[config.mk]
export PLATFORM = sky130hd
export DESIGN_NAME = wheel_speed_pid_with_direction_flat
export DESIGN_NICKNAME = d
export VERILOG_FILES = /design/src/sv/wspd_pkg.sv /design/src/sv/wspd_in_if.sv /design/src/sv/wspd_out_if.sv /design/src/sv/wspd_ctrl.sv /design/src/sv/wspd_datapath.sv /design/src/sv/wheel_speed_pid_with_direction.sv /design/src/flat_wrapper.sv
export SDC_FILE = /design/constraint.sdc
export NUM_CORES = 1
export LEC_CHECK = 0
export BUFFER_PORTS_ARGS = -buffer_cell sky130_fd_sc_hd__clkbuf_2
export CAP_MARGIN = 40
export CELL_PAD_IN_SITES_DETAIL_PLACEMENT = 1
export CELL_PAD_IN_SITES_GLOBAL_PLACEMENT = 1
export CORE_ASPECT_RATIO = 1.25
export CORE_MARGIN = 8
export CORE_UTILIZATION = 54
export CTS_CLUSTER_DIAMETER = 100
export CTS_CLUSTER_SIZE = 8
export DETAILED_ROUTE_END_ITERATION = 16
export HOLD_SLACK_MARGIN = 0.08
export PLACE_DENSITY_LB_ADDON = 0.1
export SETUP_SLACK_MARGIN = 0.3
export SYNTH_ARGS = -nofsm -noshare
export SYNTH_HDL_FRONTEND = slang
export SYNTH_SLANG_ARGS = --single-unit
[constraint.sdc]
create_clock -name i_clk -period 24.7 [get_ports i_clk]
set_clock_uncertainty 0.1 [all_clocks]
set_input_delay 1.235 -clock i_clk [delete_from_list [all_inputs] [get_ports i_clk]]
set_output_delay 1.235 -clock i_clk [all_outputs]
set_load 0.05 [all_outputs]
[src/sv/wspd_pkg.sv]
// ----------------------------------------------------------------------------
// wspd_pkg: shared types and constants for the wheel speed controller
// Field widths, limits, datapath commands and register indexes.
// ----------------------------------------------------------------------------
package wspd_pkg;

    localparam int MEAS_W     = 14;
    localparam int TGT_W      = 13;
    localparam int EFF_W      = 12;
    localparam int ISUM_W     = 10;
    localparam int ERR_W      = 15;
    localparam int GAIN_W     = 8;
    localparam int PROD_W     = ERR_W + GAIN_W + 1;
    localparam int ACC_W      = 27;
    localparam int CFG_IDX_W  = 2;
    localparam int CFG_DATA_W = 12;

    localparam logic [EFF_W-1:0] STOP_BAND_LOW  = 12'd2100;
    localparam logic [EFF_W-1:0] STOP_BAND_HIGH = 12'd2500;
    localparam logic [EFF_W-1:0] EFFORT_MIN     = 12'd1;
    localparam logic [EFF_W-1:0] EFFORT_MAX     = 12'd3999;
    localparam logic [12:0]      SPEED_MAX      = 13'd8191;
    localparam int               INTEGRAL_LIMIT = 400;
    localparam int               EFF_FRAC       = 6;

    // x * 9 / 10 as (x * 9) * 52429 >> 19, exact for x * 9 below 43690
    localparam logic [15:0] DECAY_RECIP = 16'd52429;
    localparam int          DECAY_SHIFT = 19;

    localparam logic [CFG_IDX_W-1:0] CFG_THRESHOLD = 2'd0;
    localparam logic [CFG_IDX_W-1:0] CFG_GAIN_P    = 2'd1;
    localparam logic [CFG_IDX_W-1:0] CFG_GAIN_I    = 2'd2;
    localparam logic [CFG_IDX_W-1:0] CFG_GAIN_D    = 2'd3;

    typedef enum logic [3:0] {
        OP_NONE,
        OP_LOAD,
        OP_DIR,
        OP_ERR,
        OP_INT,
        OP_MAC_P,
        OP_MAC_I,
        OP_MAC_D,
        OP_COMMIT
    } t_dp_op;

    typedef struct packed {
        t_dp_op op;
    } t_dp_cmd;

    typedef struct packed {
        logic enc_valid;
    } t_dp_sts;

endpackage

[src/sv/wspd_in_if.sv]
// ----------------------------------------------------------------------------
// wspd_in_if: encoder tick channel
// Valid/ready channel carrying one encoder item per tick.
// ----------------------------------------------------------------------------
interface wspd_in_if import wspd_pkg::*; ();
    logic                     valid;
    logic                     ready;
    logic signed [MEAS_W-1:0] measured_speed;
    logic signed [TGT_W-1:0]  target_speed;
    logic                     encoder_valid;

    modport source (output valid, output measured_speed, output target_speed,
                    output encoder_valid, input ready);
    modport sink   (input valid, input measured_speed, input target_speed,
                    input encoder_valid, output ready);
endinterface

[src/sv/wspd_out_if.sv]
// ----------------------------------------------------------------------------
// wspd_out_if: drive result channel
// Valid/ready channel carrying the drive effort and signed speed.
// ----------------------------------------------------------------------------
interface wspd_out_if import wspd_pkg::*; ();
    logic                     valid;
    logic                     ready;
    logic        [EFF_W-1:0]  drive_effort;
    logic signed [MEAS_W-1:0] signed_speed;

    modport source (output valid, output drive_effort, output signed_speed,
                    input ready);
    modport sink   (input valid, input drive_effort, input signed_speed,
                    output ready);
endinterface

[src/sv/wspd_ctrl.sv]
// ----------------------------------------------------------------------------
// wspd_ctrl: control sequencer
// Steps the datapath through direction, error, integral, three gain
// products and commit; owns the input ready and result valid.
// ----------------------------------------------------------------------------
module wspd_ctrl import wspd_pkg::*; (
    input  logic    i_clk,
    input  logic    i_rst_n,
    input  logic    i_in_valid,
    output logic    o_in_ready,
    output logic    o_out_valid,
    input  logic    i_out_ready,
    output t_dp_cmd o_cmd,
    input  t_dp_sts i_sts
);

    typedef enum logic [2:0] {
        S_IDLE,
        S_DIR,
        S_ERR,
        S_INT,
        S_MP,
        S_MI,
        S_MD,
        S_COMMIT
    } t_state;

    t_state r_state, n_state;
    logic   r_out_valid, n_out_valid;
    logic   w_slot_free;

    assign w_slot_free = !r_out_valid || i_out_ready;
    assign o_in_ready  = (r_state == S_IDLE);
    assign o_out_valid = r_out_valid;

    always_comb begin
        n_state     = r_state;
        n_out_valid = r_out_valid;
        o_cmd.op    = OP_NONE;
        if (r_out_valid && i_out_ready) begin
            n_out_valid = 1'b0;
        end
        case (r_state)
            S_IDLE: begin
                if (i_in_valid) begin
                    o_cmd.op = OP_LOAD;
                    n_state  = S_DIR;
                end
            end
            S_DIR: begin
                if (i_sts.enc_valid) begin
                    o_cmd.op = OP_DIR;
                    n_state  = S_ERR;
                end else begin
                    n_state = S_COMMIT;
                end
            end
            S_ERR: begin
                o_cmd.op = OP_ERR;
                n_state  = S_INT;
            end
            S_INT: begin
                o_cmd.op = OP_INT;
                n_state  = S_MP;
            end
            S_MP: begin
                o_cmd.op = OP_MAC_P;
                n_state  = S_MI;
            end
            S_MI: begin
                o_cmd.op = OP_MAC_I;
                n_state  = S_MD;
            end
            S_MD: begin
                o_cmd.op = OP_MAC_D;
                n_state  = S_COMMIT;
            end
            S_COMMIT: begin
                if (w_slot_free) begin
                    o_cmd.op    = OP_COMMIT;
                    n_out_valid = 1'b1;
                    n_state     = S_IDLE;
                end
            end
            default: begin
                n_state = S_IDLE;
            end
        endcase
    end

    always_ff @(posedge i_clk) begin
        if (!i_rst_n) begin
            r_state     <= S_IDLE;
            r_out_valid <= 1'b0;
        end else begin
            r_state     <= n_state;
            r_out_valid <= n_out_valid;
        end
    end

endmodule

[src/sv/wspd_datapath.sv]
// ----------------------------------------------------------------------------
// wspd_datapath: direction inference and PID arithmetic
// Holds controller state and gains; one shared multiplier feeds the
// effort accumulator over three steps.
// ----------------------------------------------------------------------------
module wspd_datapath import wspd_pkg::*; (
    input  logic                     i_clk,
    input  logic                     i_rst_n,
    input  t_dp_cmd                  i_cmd,
    output t_dp_sts                  o_sts,
    input  logic signed [MEAS_W-1:0] i_measured_speed,
    input  logic signed [TGT_W-1:0]  i_target_speed,
    input  logic                     i_encoder_valid,
    input  logic                     i_cfg_we,
    input  logic [CFG_IDX_W-1:0]     i_cfg_index,
    input  logic [CFG_DATA_W-1:0]    i_cfg_data,
    output logic [EFF_W-1:0]         o_drive_effort,
    output logic signed [MEAS_W-1:0] o_signed_speed
);

    localparam logic [1:0] DIR_NEG  = 2'b11;
    localparam logic [1:0] DIR_ZERO = 2'b00;
    localparam logic [1:0] DIR_POS  = 2'b01;

    // gains and threshold
    logic [CFG_DATA_W-1:0] r_thr;
    logic [GAIN_W-1:0]     r_kp, r_ki, r_kd;

    // controller state
    logic [1:0]               r_dir, n_dir;
    logic                     r_rev, n_rev;
    logic signed [MEAS_W-1:0] r_prev_spd;
    logic [EFF_W-1:0]         r_prev_eff;
    logic signed [ISUM_W-1:0] r_isum, n_isum;
    logic [EFF_W-1:0]         r_eff, n_eff;
    logic signed [MEAS_W-1:0] r_held;

    // per-item work registers
    logic signed [MEAS_W-1:0] r_meas;
    logic signed [TGT_W-1:0]  r_tgt;
    logic                     r_encv;
    logic signed [MEAS_W-1:0] r_sp, n_sp;
    logic signed [ERR_W-1:0]  r_err, n_err;
    logic signed [ERR_W-1:0]  r_dspd, n_dspd;
    logic                     r_accum, n_accum;
    logic [EFF_W-1:0]         r_mag9, n_mag9;
    logic signed [ACC_W-1:0]  r_acc;

    // direction
    logic signed [EFF_W:0]  w_de;
    logic [EFF_W:0]         w_de_mag;
    logic signed [ERR_W-1:0] w_num;
    logic [ERR_W-1:0]       w_num_mag;
    logic                   w_q_nz;
    logic                   w_in_band;
    logic signed [MEAS_W-1:0] w_meas_abs;
    logic [12:0]            w_meas_mag;
    logic                   w_neg_out;

    // error and integral
    logic [ERR_W-1:0]       w_abserr;
    logic [ISUM_W-2:0]      w_isum_mag;
    logic signed [15:0]     w_isum_sum;
    logic [27:0]            w_dec_prod;
    logic [8:0]             w_dec_q;
    logic [ISUM_W-1:0]      w_dec_val;

    // shared multiplier
    logic signed [ERR_W-1:0]  w_mul_a;
    logic [GAIN_W-1:0]        w_mul_b;
    logic signed [PROD_W-1:0] w_prod;
    logic signed [ACC_W-1:0]  w_prod_ext;
    logic signed [ACC_W-1:0]  w_addend;
    logic signed [ACC_W-1:0]  w_eff_q;

    assign o_sts.enc_valid = r_encv;
    assign o_drive_effort  = r_eff;
    assign o_signed_speed  = r_held;

    // direction inference
    assign w_in_band = (r_eff > STOP_BAND_LOW) && (r_eff < STOP_BAND_HIGH);
    assign w_de      = $signed({1'b0, r_eff}) - $signed({1'b0, r_prev_eff});
    assign w_de_mag  = w_de[EFF_W] ? 13'(-w_de) : 13'(w_de);
    assign w_num     = $signed({r_meas[MEAS_W-1], r_meas})
                     - $signed({r_prev_spd[MEAS_W-1], r_prev_spd});
    assign w_num_mag = w_num[ERR_W-1] ? 15'(-w_num) : 15'(w_num);
    assign w_q_nz    = w_num_mag >= {2'b00, w_de_mag};

    always_comb begin
        n_dir = r_dir;
        if (w_in_band) begin
            if (w_de != '0) begin
                if (!w_q_nz) begin
                    n_dir = DIR_ZERO;
                end else if (w_num[ERR_W-1] ^ w_de[EFF_W]) begin
                    n_dir = DIR_NEG;
                end else begin
                    n_dir = DIR_POS;
                end
            end
        end else if (r_eff <= STOP_BAND_LOW) begin
            n_dir = DIR_NEG;
        end else begin
            n_dir = DIR_POS;
        end
    end

    assign w_meas_abs = r_meas[MEAS_W-1] ? -r_meas : r_meas;
    assign w_meas_mag = (r_meas == $signed(14'h2000)) ? SPEED_MAX : w_meas_abs[12:0];
    assign w_neg_out  = (n_dir == DIR_NEG) || ((n_dir == DIR_ZERO) && r_rev);
    assign n_rev      = w_neg_out;
    assign n_sp       = w_neg_out ? -$signed({1'b0, w_meas_mag})
                                  : $signed({1'b0, w_meas_mag});

    // error, speed drop, decay prep
    assign n_err    = $signed({{2{r_tgt[TGT_W-1]}}, r_tgt})
                    - $signed({r_sp[MEAS_W-1], r_sp});
    assign w_abserr = n_err[ERR_W-1] ? 15'(-n_err) : 15'(n_err);
    assign n_accum  = w_abserr > {3'b000, r_thr};
    assign n_dspd   = $signed({r_prev_spd[MEAS_W-1], r_prev_spd})
                    - $signed({r_sp[MEAS_W-1], r_sp});
    assign w_isum_mag = r_isum[ISUM_W-1] ? 9'(-r_isum) : 9'(r_isum);
    assign n_mag9     = {w_isum_mag, 3'b000} + {3'b000, w_isum_mag};

    // integral update
    assign w_isum_sum = $signed({{6{r_isum[ISUM_W-1]}}, r_isum})
                      + $signed({r_err[ERR_W-1], r_err});
    assign w_dec_prod = {16'd0, r_mag9} * {12'd0, DECAY_RECIP};
    assign w_dec_q    = w_dec_prod[DECAY_SHIFT +: 9];
    assign w_dec_val  = r_isum[ISUM_W-1] ? 10'(-{1'b0, w_dec_q}) : {1'b0, w_dec_q};

    always_comb begin
        if (r_accum) begin
            if (w_isum_sum > 16'sd400) begin
                n_isum = 10'(INTEGRAL_LIMIT);
            end else if (w_isum_sum < -16'sd400) begin
                n_isum = 10'(-INTEGRAL_LIMIT);
            end else begin
                n_isum = w_isum_sum[ISUM_W-1:0];
            end
        end else begin
            n_isum = w_dec_val;
        end
    end

    // gain products
    always_comb begin
        w_mul_a = r_err;
        w_mul_b = r_kp;
        case (i_cmd.op)
            OP_MAC_P: begin
                w_mul_a = r_err;
                w_mul_b = r_kp;
            end
            OP_MAC_I: begin
                w_mul_a = $signed({{(ERR_W-ISUM_W){r_isum[ISUM_W-1]}}, r_isum});
                w_mul_b = r_ki;
            end
            OP_MAC_D: begin
                w_mul_a = r_dspd;
                w_mul_b = r_kd;
            end
            default: begin
                w_mul_a = r_err;
                w_mul_b = r_kp;
            end
        endcase
    end

    always_comb begin
        case (i_cmd.op)
            OP_MAC_P: begin
                w_addend = w_prod_ext <<< 2;
            end
            OP_MAC_I: begin
                w_addend = w_prod_ext;
            end
            OP_MAC_D: begin
                w_addend = w_prod_ext <<< 1;
            end
            default: begin
                w_addend = '0;
            end
        endcase
    end

    assign w_prod     = w_mul_a * $signed({1'b0, w_mul_b});
    assign w_prod_ext = $signed({{(ACC_W-PROD_W){w_prod[PROD_W-1]}}, w_prod});

    // effort = floor(acc / 64) clamped to 1..3999
    assign w_eff_q = r_acc >>> EFF_FRAC;
    always_comb begin
        if (r_acc < $signed(ACC_W'(64))) begin
            n_eff = EFFORT_MIN;
        end else if (w_eff_q > $signed({{(ACC_W-EFF_W){1'b0}}, EFFORT_MAX})) begin
            n_eff = EFFORT_MAX;
        end else begin
            n_eff = w_eff_q[EFF_W-1:0];
        end
    end

    always_ff @(posedge i_clk) begin
        if (!i_rst_n) begin
            r_thr      <= '0;
            r_kp       <= '0;
            r_ki       <= '0;
            r_kd       <= '0;
            r_dir      <= DIR_ZERO;
            r_rev      <= 1'b0;
            r_prev_spd <= '0;
            r_prev_eff <= '0;
            r_isum     <= '0;
            r_eff      <= '0;
            r_held     <= '0;
        end else begin
            if (i_cfg_we) begin
                case (i_cfg_index)
                    CFG_THRESHOLD: r_thr <= i_cfg_data;
                    CFG_GAIN_P:    r_kp  <= i_cfg_data[GAIN_W-1:0];
                    CFG_GAIN_I:    r_ki  <= i_cfg_data[GAIN_W-1:0];
                    CFG_GAIN_D:    r_kd  <= i_cfg_data[GAIN_W-1:0];
                    default: begin
                    end
                endcase
            end
            case (i_cmd.op)
                OP_DIR: begin
                    r_dir <= n_dir;
                    r_rev <= n_rev;
                end
                OP_INT: begin
                    r_isum <= n_isum;
                end
                OP_COMMIT: begin
                    r_prev_eff <= r_eff;
                    if (r_encv) begin
                        r_eff      <= n_eff;
                        r_held     <= r_sp;
                        r_prev_spd <= r_sp;
                    end else begin
                        r_prev_spd <= r_meas;
                    end
                end
                default: begin
                end
            endcase
        end
    end

    always_ff @(posedge i_clk) begin
        case (i_cmd.op)
            OP_LOAD: begin
                r_meas <= i_measured_speed;
                r_tgt  <= i_target_speed;
                r_encv <= i_encoder_valid;
            end
            OP_DIR: begin
                r_sp <= n_sp;
            end
            OP_ERR: begin
                r_err   <= n_err;
                r_dspd  <= n_dspd;
                r_accum <= n_accum;
                r_mag9  <= n_mag9;
            end
            OP_INT: begin
                r_acc <= $signed({{(ACC_W-EFF_W-EFF_FRAC){1'b0}}, r_eff, 6'd0});
            end
            OP_MAC_P, OP_MAC_I, OP_MAC_D: begin
                r_acc <= r_acc + w_addend;
            end
            default: begin
            end
        endcase
    end

endmodule

[src/sv/wheel_speed_pid_with_direction.sv]
// ----------------------------------------------------------------------------
// wheel_speed_pid_with_direction: wheel speed PID with direction inference
// Signs the encoder speed from the drive effort history and updates the
// drive effort with a clamped PID step on each valid encoder tick.
// ----------------------------------------------------------------------------
// One item is taken at a time. A tick with encoder_valid set steps through
// load, direction, error, integral, then the proportional, integral and
// derivative products through one shared multiplier, and a commit, before
// the next acceptance. A tick without encoder_valid skips from load to commit.
// The result is held in the output stage until taken; a commit waits for it
// to clear. Register writes take effect at once and belong between items.
module wheel_speed_pid_with_direction import wspd_pkg::*; (
    input  logic                  i_clk,
    input  logic                  i_rst_n,
    wspd_in_if.sink               i_in,
    wspd_out_if.source            o_out,
    input  logic                  i_cfg_we,
    input  logic [CFG_IDX_W-1:0]  i_cfg_index,
    input  logic [CFG_DATA_W-1:0] i_cfg_data
);

    t_dp_cmd w_cmd;
    t_dp_sts w_sts;
    logic    w_in_ready;
    logic    w_out_valid;

    assign i_in.ready  = w_in_ready;
    assign o_out.valid = w_out_valid;

    wspd_ctrl u_ctrl (
        .i_clk       (i_clk),
        .i_rst_n     (i_rst_n),
        .i_in_valid  (i_in.valid),
        .o_in_ready  (w_in_ready),
        .o_out_valid (w_out_valid),
        .i_out_ready (o_out.ready),
        .o_cmd       (w_cmd),
        .i_sts       (w_sts)
    );

    wspd_datapath u_datapath (
        .i_clk            (i_clk),
        .i_rst_n          (i_rst_n),
        .i_cmd            (w_cmd),
        .o_sts            (w_sts),
        .i_measured_speed (i_in.measured_speed),
        .i_target_speed   (i_in.target_speed),
        .i_encoder_valid  (i_in.encoder_valid),
        .i_cfg_we         (i_cfg_we),
        .i_cfg_index      (i_cfg_index),
        .i_cfg_data       (i_cfg_data),
        .o_drive_effort   (o_out.drive_effort),
        .o_signed_speed   (o_out.signed_speed)
    );

endmodule

[src/flat_wrapper.sv]
// flat-port wrapper written by rule: the top's interface ports become plain ports
module wheel_speed_pid_with_direction_flat import wspd_pkg::*;
  (i_clk, i_rst_n, i_cfg_we, i_cfg_index, i_cfg_data, i_in_valid, i_in_measured_speed, i_in_target_speed, i_in_encoder_valid, i_in_ready, o_out_valid, o_out_drive_effort, o_out_signed_speed, o_out_ready);
  wspd_in_if i_in_i ();
  wspd_out_if o_out_i ();
  input  logic i_clk;
  input  logic i_rst_n;
  input  logic i_cfg_we;
  input  logic [CFG_IDX_W-1:0] i_cfg_index;
  input  logic [CFG_DATA_W-1:0] i_cfg_data;
  input wire logic [$bits(i_in_i.valid)-1:0] i_in_valid;
  input wire logic [$bits(i_in_i.measured_speed)-1:0] i_in_measured_speed;
  input wire logic [$bits(i_in_i.target_speed)-1:0] i_in_target_speed;
  input wire logic [$bits(i_in_i.encoder_valid)-1:0] i_in_encoder_valid;
  output wire logic [$bits(i_in_i.ready)-1:0] i_in_ready;
  output wire logic [$bits(o_out_i.valid)-1:0] o_out_valid;
  output wire logic [$bits(o_out_i.drive_effort)-1:0] o_out_drive_effort;
  output wire logic [$bits(o_out_i.signed_speed)-1:0] o_out_signed_speed;
  input wire logic [$bits(o_out_i.ready)-1:0] o_out_ready;
  assign i_in_i.valid = i_in_valid;
  assign i_in_i.measured_speed = i_in_measured_speed;
  assign i_in_i.target_speed = i_in_target_speed;
  assign i_in_i.encoder_valid = i_in_encoder_valid;
  assign i_in_ready = i_in_i.ready;
  assign o_out_valid = o_out_i.valid;
  assign o_out_drive_effort = o_out_i.drive_effort;
  assign o_out_signed_speed = o_out_i.signed_speed;
  assign o_out_i.ready = o_out_ready;
  wheel_speed_pid_with_direction u_core (.i_clk(i_clk), .i_rst_n(i_rst_n), .i_in(i_in_i), .o_out(o_out_i), .i_cfg_we(i_cfg_we), .i_cfg_index(i_cfg_index), .i_cfg_data(i_cfg_data));
endmodule
==> flow_summary.ini, run 1 <==
[final_layout]
final_common_cell = inv_1
syn_to_final_growth_pct = 8.23
multiInputGateArea_mm2 = 0.0158
fill_cells = 5080
layout-drive-gt1-share_pct = 6.33
utilization_pct = 59.1
seq_area_mm2 = 0.00547
final_nets = 3194
most-common-layout-cells = 361 x inv_1, 266 x nor2_1, 262 x nand2_1, 261 x ha_1, 165 x a21oi_1

[yosys]
netlist_instances = 2690
synth_warnings = 0
synth_edf_count = 112
ys_seq_area_share_pct = 23.9
synth_nets = 3143
synth-seq-cells = 217
synthFlopType = edfxtp_1
postSynthAreaPerCell_um2 = 8.52
synthesis.area_mm2 = 0.0229
async_reset_ff_share_pct = 0
synthDistinctLibCells = 84

[power]
p_clk_share_pct = 10.7
p_int_w = 0.00187
combinationalPowerShare_pct = 73.3
pwr-share-seq_pct = 15.9
p_switching_w = 0.00198
ir_drop_uv = 378
p_per_area_mw_per_mm2 = 155
p_leak_nw = 11.2
swShare_pct = 51.5

[critical_path]
crit_path_start_kind = flop
critPathKind = flop to flop
slowest_delay_ns = 0.71
crit_required_ns = 24.94
endpoint_kind = flop
crit_arrival_ns = 10.69
slowest_stage = nor4b_1
path_max_fanout = 38

[flow_run]
drv_cap = 0

[grt]
met1_usage_pct = 31.4
grt_usage_pct = 28.3
grt_pass1_wl_mm = 115
grt_most_used_layer = met2
antenna_found_initial = 3
met3_usage_pct = 3.26
grt_max_degree = 72
grtUsageMet2_pct = 53.9
grt-ovfl-total = 0
first_global_vias = 22247

[clock_tree]
cts_num_sinks = 217
cts_tree = yes
cts_resized = 0
cts_hold_buf = 0
clockBufferDepth = 3
cts_root_buffer = clkbuf_16
cts_setup_buffers = 0
cts.htree.levels = 1
clk_latency_ns = 0.59
numCtsBuffers = 31
clkTransAtPathRegs_ns = 0.06

[placed_design]
hpwl_mm = 56.5
place_congestion = 0.935
io_buffers = 74

[timing]
fmax_mhz = 95.7
tns_ns = 0
rsz0062_at_grt = no
relSlewSlack_pct = 34.7
period_share_pct = 42.3
finalSetupViolCount = 0
slew_viol_final = 0
post-route-min-period_ns = 10.45
hold_viol = 0
worst_pin_slew_ns = 0.979

[die]
die_w_um = 200
placementRows = 84
dieArea_mm2 = 0.0493
coreArea_mm2 = 0.0419
die_h_um = 246
io-pin-count = 75
initial_core_util_pct = 54.6

[route]
first_pass_iters = 5
vias = 20173
dr.first_iter.drc_count = 960
wl_mm = 70.7
drc_errors = 0
avgViaCountPerCell = 6.07
ant_nets = 0
post_drt_wl_per_cell_um = 21.3

[worst_hold_path]
hold_class = flop to flop

[status]
status = finished, final reports clean
## Yosys cell counts, types with 17 or more instances
library cell  number  share of area [%]
and3_1            21               0.57
edfxtp_1         112                 15
a221oi_1          18               0.69
a221o_1           19               0.83
dfxtp_1          105                9.2
nor3_1            65                1.4
o21ai_0          126                2.8
xor2_1            47                1.8
mux2i_1           46                2.0
a211oi_1          36                1.2
o21a_1            26               0.85
a21o_1            29               0.95
nor2b_1           31               0.85
ha_1             261                 14
clkbuf_1          70                1.1
nand2_1          262                4.3
fa_1             145                 13
xnor2_1           97                3.7
nand3_1           39               0.85
and2_1            18               0.49
o211ai_1          17               0.56
a21oi_1          165                3.6
nor2_1           267                4.4
inv_1            361                5.9
nand2b_1          37                1.0
## worst max-delay path: cells and delay by family, from the launching register on
kind / cells / cell delay [ns]
adders and majority gates: 7 / 2.97
AOI/OAI and AO/OA: 11 / 2.65
and+or+nand+nor: 11 / 2.32
buffers and inverters: 7 / 1.10
DFF: 1 / 0.39
muxes: 1 / 0.34
xor gates and xnor gates: 2 / 0.32
## final timing paths
check	end	cells after the start	startpoint	slack (ns)
setup / recovery	u_core.u_datapath.r_acc[26]	39	u_core.u_ctrl.r_state[0]	14.25
hold / removal	u_core.u_datapath.o_signed_speed[0]	2	u_core.u_datapath.o_signed_speed[0]	0.36
setup reg to reg	u_core.u_datapath.r_acc[26]	39	u_core.u_ctrl.r_state[0]	14.25
hold reg to reg	u_core.u_datapath.o_signed_speed[0]	2	u_core.u_datapath.o_signed_speed[0]	0.36
## layer usage
| metal | up-vias | wire, µm |
|---|---|---|
| li1 | 9409 | - |
| met3 | 192 | 2790 |
| met1 | 10090 | 27600 |
| met2 | 478 | 37200 |
| met5 | - | 22 |
| met4 | 4 | 3000 |
## state kept, by name, summed over array words and instances, names as in the netlist
register,cells
u_core.u_datapath.r_tgt,13
u_core.u_datapath.r_err,15
u_core.u_datapath.o_signed_speed,14
u_core.u_datapath.o_sts,1
u_core.u_ctrl.o_out_valid,1
u_core.u_datapath.r_acc,27
u_core.u_datapath.r_prev_spd,14
u_core.u_datapath.r_thr,12
u_core.u_datapath.r_isum,10
u_core.u_datapath.r_sp,14
u_core.u_datapath.r_ki,8
u_core.u_datapath.r_dspd,15
u_core.u_datapath.r_accum,1
u_core.u_datapath.r_meas,14
u_core.u_datapath.r_prev_eff,12
u_core.u_datapath.r_kp,8
u_core.u_datapath.r_rev,1
u_core.u_datapath.o_drive_effort,12
u_core.u_datapath.r_dir,2
u_core.u_ctrl.r_state,3
u_core.u_datapath.r_kd,8
u_core.u_datapath.r_mag9,12
## power by group through the flow
stage | clock network [W] | registers (W) | logic (W)
after global placement | 0 | 0.000615 | 0.00262
after floorplan | 0 | 0.000563 | 0.00206
final | 0.000413 | 0.000614 | 0.00282
after CTS | 0.000417 | 0.000611 | 0.00284
after global routing | 0.000431 | 0.000619 | 0.00317
after detailed placement | 0 | 0.000618 | 0.00281
## area by class of cell
class / count / area share, %
clock inverter: 2 / 0.101
multi-input combinational: 2030 / 63.7
timing repair buffer: 99 / 2.31
antenna: 1 / 0.0101
sequential: 217 / 22.0
tap: 559 / 2.82
clock buffer: 55 / 3.58
inverter: 362 / 5.48
## metrics by stage
step	setup WS, ns	hold slack [ns]	power, W	cell area [µm²]	std cells
6_report	14.25	0.360	0.00385	24800	3325
5_1_grt	13.50	0.380	0.00422	24800	3324
4_1_cts	14.29	0.363	0.00387	24800	3324
3_5_place_dp	13.86	0.350	0.00343	23900	3267
3_3_place_gp	14.09	0.342	0.00323	23800	3261
2_1_floorplan	15.06	0.336	0.00262	22900	2690
## cell families (layout without fill, tap and decap cells)
family | after synthesis | count (layout) | share of synthesized area (%)
mux | 49 | 49 | 2.16
flops | 217 | 217 | 23.9
buf+inv | 443 | 518 | 7.33
fa+ha+maj | 406 | 406 | 26.9
xor+xnor | 144 | 144 | 5.51
simple gates | 827 | 827 | 16.7
other cells | 0 | 1 | 0
compound gates | 604 | 604 | 17.5
No activity file was read; power rests on OpenSTA's default activity.
==> run 2, diff against run 1 <==
--- a/config.mk
+++ b/config.mk
@@ -11,7 +11,7 @@
 export CELL_PAD_IN_SITES_GLOBAL_PLACEMENT = 1
 export CORE_ASPECT_RATIO = 1.25
 export CORE_MARGIN = 8
-export CORE_UTILIZATION = 54
+export CORE_UTILIZATION = 45
 export CTS_CLUSTER_DIAMETER = 100
 export CTS_CLUSTER_SIZE = 8
 export DETAILED_ROUTE_END_ITERATION = 16
==> constraint.sdc (replaced) <==
create_clock -name i_clk -period 9.57 [get_ports i_clk]
set_clock_uncertainty 0.1 [all_clocks]
set_input_delay 0.4785 -clock i_clk [delete_from_list [all_inputs] [get_ports i_clk]]
set_output_delay 0.4785 -clock i_clk [all_outputs]
set_load 0.05 [all_outputs]
==> flow_summary.ini, run 2 (synthesis results as in run 1) <==
[status]
status = finished, final reports clean

[placed_design]
post-place-ws_ns = 0.205
place_congestion = 0.911
hpwl_mm = 57.6
io_buffers = 74

[grt]
grt_max_degree = 64
grt-ovfl-total = 0
grt_pass1_wl_mm = 114
first_global_vias = 21776
antenna_found_initial = 3
grt_usage_pct = 24.0

[flow_run]
drv_cap = 0

[timing]
timing.final.ws_setup_ns = 0.678
post-route-min-period_ns = 8.89
finalSetupViolCount = 0
worst_pin_slew_ns = 0.893
fmax_mhz = 112
rsz0062_at_grt = no
hold-worst-slack_ns = 0.105
period_share_pct = 92.9
slew_viol_final = 0
relSlewSlack_pct = 39.7
hold_viol = 0
tns_ns = 0

[power]
p_leak_nw = 11.5
p_per_area_mw_per_mm2 = 387
ir_drop_uv = 588

[clock_tree]
cts_root_buffer = clkbuf_16
clockBufferDepth = 3
numCtsBuffers = 31
cts_num_sinks = 217
cts.htree.levels = 1
clk_latency_ns = 0.59
cts_tree = yes
clkTransAtPathRegs_ns = 0.07

[route]
ant_nets = 0
avgViaCountPerCell = 5.73
drc_errors = 0
first_pass_iters = 5
wl_mm = 70.4
post_drt_wl_per_cell_um = 20.2
dr.first_iter.drc_count = 812
vias = 19962

[die]
coreArea_mm2 = 0.0504
die_h_um = 268
die_w_um = 218
placementRows = 92
initial_core_util_pct = 45.4
io-pin-count = 75
dieArea_mm2 = 0.0584

[final_layout]
final_common_cell = inv_1
multiInputGateArea_mm2 = 0.0159
fill_cells = 6037
syn_to_final_growth_pct = 11.7
final_nets = 3252
most-common-layout-cells = 361 x inv_1, 264 x nor2_1, 261 x nand2_1, 261 x ha_1, 158 x a21oi_1
layout-drive-gt1-share_pct = 7.98
regMostFlops = u_core.u_datapath.r_acc
reg_top3 = u_core.u_datapath.r_acc: 27 flops, u_core.u_datapath.r_dspd: 15 flops, u_core.u_datapath.r_err: 15 flops
seq_area_mm2 = 0.00547
largest_reg_flops = 27

[critical_path]
crit_arrival_ns = 9.11
endpoint_kind = flop
slowest_stage = fa_1
crit_required_ns = 9.79
path_max_fanout = 31
path_buf_inv = 6
cp_top_family = adder cells
slowest_delay_ns = 0.53
critPathKind = flop to flop
crit_path_start_kind = flop

[worst_hold_path]
hold_class = input pin to flop
run 2: cell types whose count changed in the layout (fill, tap and decap cells not counted), moves of 3 or more:
cell,change
dlygate4sd3_1,+32
buf_4,+22
a21oi_1,-7
a21oi_2,+6
a221o_1,-5
buf_6,+4
a221o_2,+3
diode_2,+3
o21ai_0,-3
run 2: worst register-to-register path, delay by kind of cell (launching register included):
| kind | cells | cell delay, ns |
|---|---|---|
| flops | 1 | 0.38 |
| fa+ha+maj | 7 | 2.91 |
| mux | 1 | 0.34 |
| simple gates | 10 | 1.49 |
| compound gates | 12 | 2.41 |
| buf+inv | 6 | 0.60 |
| xor+xnor | 2 | 0.40 |
run 2: metal layers:
| layer | part of all wire (%) | track usage (%) | vias to the layer above |
|---|---|---|---|
| li1 | - | - | 9527 |
| met1 | 40 | 26.8 | 9933 |
| met2 | 53 | 46.4 | 361 |
| met3 | 3.3 | 2.78 | 141 |
| met4 | 3.5 | 8.34 | 0 |
| met5 | 0 | 0 | - |
run 2: cell type report:
type / instances / area share, %
diodes: 4 / 0.0391
clock buffers: 53 / 3.39
clock inverters: 2 / 0.103
inverters: 362 / 5.32
multi-input cells: 2030 / 62.1
flip-flops and latches: 217 / 21.4
well taps: 658 / 3.22
repair buffers: 157 / 4.42
run 2: timing repair:
item,4_1_cts,5_1_grt
hold buffers,32,0
resized for setup,6,30
buffers inserted,0,4
endpoints found under the setup margin,2,9
pin swaps,0,6
endpoints found under the hold margin,33,0
run 2: worst paths after layout:
| check | slack, ns | startpoint | endpoint | cells past startpoint |
|---|---|---|---|---|
| max | 0.68 | u_core.u_ctrl.r_state[0] | u_core.u_datapath.r_acc[26] | 38 |
| min | 0.10 | i_cfg_data[7] | u_core.u_datapath.r_ki[7] | 3 |
| max reg2reg | 0.68 | u_core.u_ctrl.r_state[0] | u_core.u_datapath.r_acc[26] | 38 |
| min reg2reg | 0.36 | u_core.u_datapath.o_signed_speed[5] | u_core.u_datapath.o_signed_speed[5] | 2 |
run 2: metrics by stage:
step                      area (µm²)  power, W  util [%]  std cells
final                          25600   0.00991      50.7       3483
after global placement         24100   0.00850      47.9       3383
after global routing           25600    0.0110      50.7       3480
after CTS                      25400    0.0100      50.4       3475
after detailed placement       24200   0.00888      48.0       3388
after floorplan                22900   0.00677         -       2690
run 2: where the power goes:
group          switching [W]  leakage, nW  internal, W
combinational        0.00438         9.17      0.00290
clock               0.000438        0.428     0.000609
sequential          0.000270         1.89      0.00131
total                0.00508         11.5      0.00483
==> run 3, diff against run 2 <==
--- a/config.mk
+++ b/config.mk
@@ -13,11 +13,11 @@
 export CORE_MARGIN = 8
 export CORE_UTILIZATION = 45
 export CTS_CLUSTER_DIAMETER = 100
-export CTS_CLUSTER_SIZE = 8
 export DETAILED_ROUTE_END_ITERATION = 16
 export HOLD_SLACK_MARGIN = 0.08
-export PLACE_DENSITY_LB_ADDON = 0.1
+export PLACE_DENSITY = 0.75
 export SETUP_SLACK_MARGIN = 0.3
 export SYNTH_ARGS = -nofsm -noshare
 export SYNTH_HDL_FRONTEND = slang
 export SYNTH_SLANG_ARGS = --single-unit
+export TNS_END_PERCENT = 30
==> flow_summary.ini, run 3 (synthesis results as in run 1) <==
[flow_run]
drv_cap = 0

[die]
io-pin-count = 75
initial_core_util_pct = 45.4
coreArea_mm2 = 0.0504
die_w_um = 218
placementRows = 92
die_h_um = 268
dieArea_mm2 = 0.0584

[placed_design]
place_congestion = 0.900
post-place-ws_ns = -0.158
hpwl_mm = 58.0
io_buffers = 74

[clock_tree]
numCtsBuffers = 25
cts_num_sinks = 217
clockBufferDepth = 3
cts_root_buffer = clkbuf_16
cts.htree.levels = 1
clkTransAtPathRegs_ns = 0.06
cts_tree = yes
clk_latency_ns = 0.57

[power]
ir_drop_uv = 550
p_per_area_mw_per_mm2 = 385
power_w = 0.00997
p_leak_nw = 11.7

[critical_path]
worstRegToRegCells = 42
r2r-end = u_core.u_datapath.r_acc[26]
slowest_stage = fa_1
critical_path.startpoint = u_core.u_ctrl.r_state[0]
crit_arrival_ns = 9.28
r2r_setup_slack_ns = 0.49
r2r-start = u_core.u_ctrl.r_state[0]
slowest_delay_ns = 0.55
path_common_cell = inv_1
path_max_fanout = 23
crit_end = u_core.u_datapath.r_acc[26]
critPathKind = flop to flop
endpoint_kind = flop
crit_required_ns = 9.77
crit_path_start_kind = flop

[timing]
slew_viol_final = 0
timing.final.ws_setup_ns = 0.488
finalSetupViolCount = 0
hold_viol = 0
fmax_mhz = 110
post-route-min-period_ns = 9.08
rsz0062_at_grt = yes
worst_pin_slew_ns = 0.792
period_share_pct = 94.9
relSlewSlack_pct = 46.8

[grt]
grt_max_degree = 58
grt-ovfl-total = 0
met3_usage_pct = 2.90
grt_pass1_wl_mm = 115
grt_usage_pct = 24.4
grt_most_used_layer = met2
met1_usage_pct = 27.3
antenna_found_initial = 5
grtUsageMet2_pct = 46.3
first_global_vias = 21846

[worst_hold_path]
hold_class = input pin to flop

[route]
post_drt_wl_per_cell_um = 20.8
wl_mm = 72.5
vias = 20080
avgViaCountPerCell = 5.75
ant_nets = 0
first_pass_iters = 5
dr.first_iter.drc_count = 807
drc_errors = 0

[final_layout]
regMostFlops = u_core.u_datapath.r_acc
syn_to_final_growth_pct = 13.1
seq_area_mm2 = 0.00547
reg_top3 = u_core.u_datapath.r_acc: 27 flops, u_core.u_datapath.r_dspd: 15 flops, u_core.u_datapath.r_err: 15 flops
final_common_cell = inv_1
fill_cells = 6040
final_nets = 3268
multiInputGateArea_mm2 = 0.0160
largest_reg_flops = 27
layout-drive-gt1-share_pct = 9.42
most-common-layout-cells = 361 x inv_1, 265 x nor2_1, 259 x ha_1, 258 x nand2_1, 156 x a21oi_1

[status]
status = finished, final reports clean
run 3: cell types whose count changed in the layout (fill, tap and decap cells not counted), sizes merged:
| cell | before | now |
|---|---|---|
| buf | 51 | 72 |
| bufinv | 0 | 4 |
| clkbuf | 127 | 111 |
| clkinv | 1 | 4 |
| diode | 4 | 1 |
| inv | 363 | 364 |
run 3: where the power goes:
part	internal [W]	switching, W	leakage, nW
Sequential	0.00131	0.000271	1.89
Clock	0.000672	0.000432	0.467
Combinational	0.00296	0.00433	9.30
run 3: how the worst min path moves through the flow:
stage                                           from                               end  depth (start not counted)
finish                                 i_cfg_data[6]        u_core.u_datapath.r_thr[6]                          3
global route                           i_cfg_data[6]        u_core.u_datapath.r_thr[6]                          3
CTS                                    i_cfg_data[6]        u_core.u_datapath.r_thr[6]                          3
detailed placement   u_core.u_datapath.r_prev_eff[2]   u_core.u_datapath.r_prev_eff[2]                          2
global placement     u_core.u_datapath.r_prev_eff[1]   u_core.u_datapath.r_prev_eff[1]                          2
floorplan           u_core.u_datapath.r_prev_eff[10]  u_core.u_datapath.r_prev_eff[10]                          2
run 3: cell type report:
| cell class | count | share of cell area (%) |
|---|---|---|
| diodes | 1 | 0.00966 |
| clock inverters | 10 | 0.686 |
| multi-input cells | 2030 | 61.7 |
| flip-flops and latches | 217 | 21.1 |
| repair buffers | 179 | 5.14 |
| well taps | 658 | 3.18 |
| inverters | 362 | 5.25 |
| clock buffers | 36 | 2.97 |
run 3: metal layers:
layer	part of all wire [%]	vias to the layer above	wire, µm
met5	0.075	-	54
met4	3.8	8	2770
met3	3.3	147	2420
met2	53	377	38100
met1	40	10002	29100
li1	-	9546	-
run 3: critical path: cells and delay by family (launching register included):
kind	cells	cell delay, ns
compound gates	12	2.18
simple gates	10	1.34
xor+xnor	2	0.42
flops	1	0.37
buf+inv	10	1.15
mux	1	0.35
fa+ha+maj	7	2.87
run 3: repair_timing:
action                                 4_1_cts  5_1_grt
resized for setup                           21       31
setup endpoints to repair                    6        9
pin swaps                                    2       10
buffers inserted                             1       11
gates cloned                                 0        1
hold buffers                                32        0
endpoints found under the hold margin       32        0
run 3: metrics by stage:
step,cells,setup TNS [ns],cell area [µm²],hold WS [ns],util [%]
floorplan,2690,0,22900,0.336,-
global placement,3394,-0.375,24200,0.342,48.0
detailed placement,3401,-0.188,24300,0.351,48.2
CTS,3480,0,25600,0.140,50.9
global route,3493,0,25900,0.164,51.4
finish,3493,0,25900,0.162,51.4
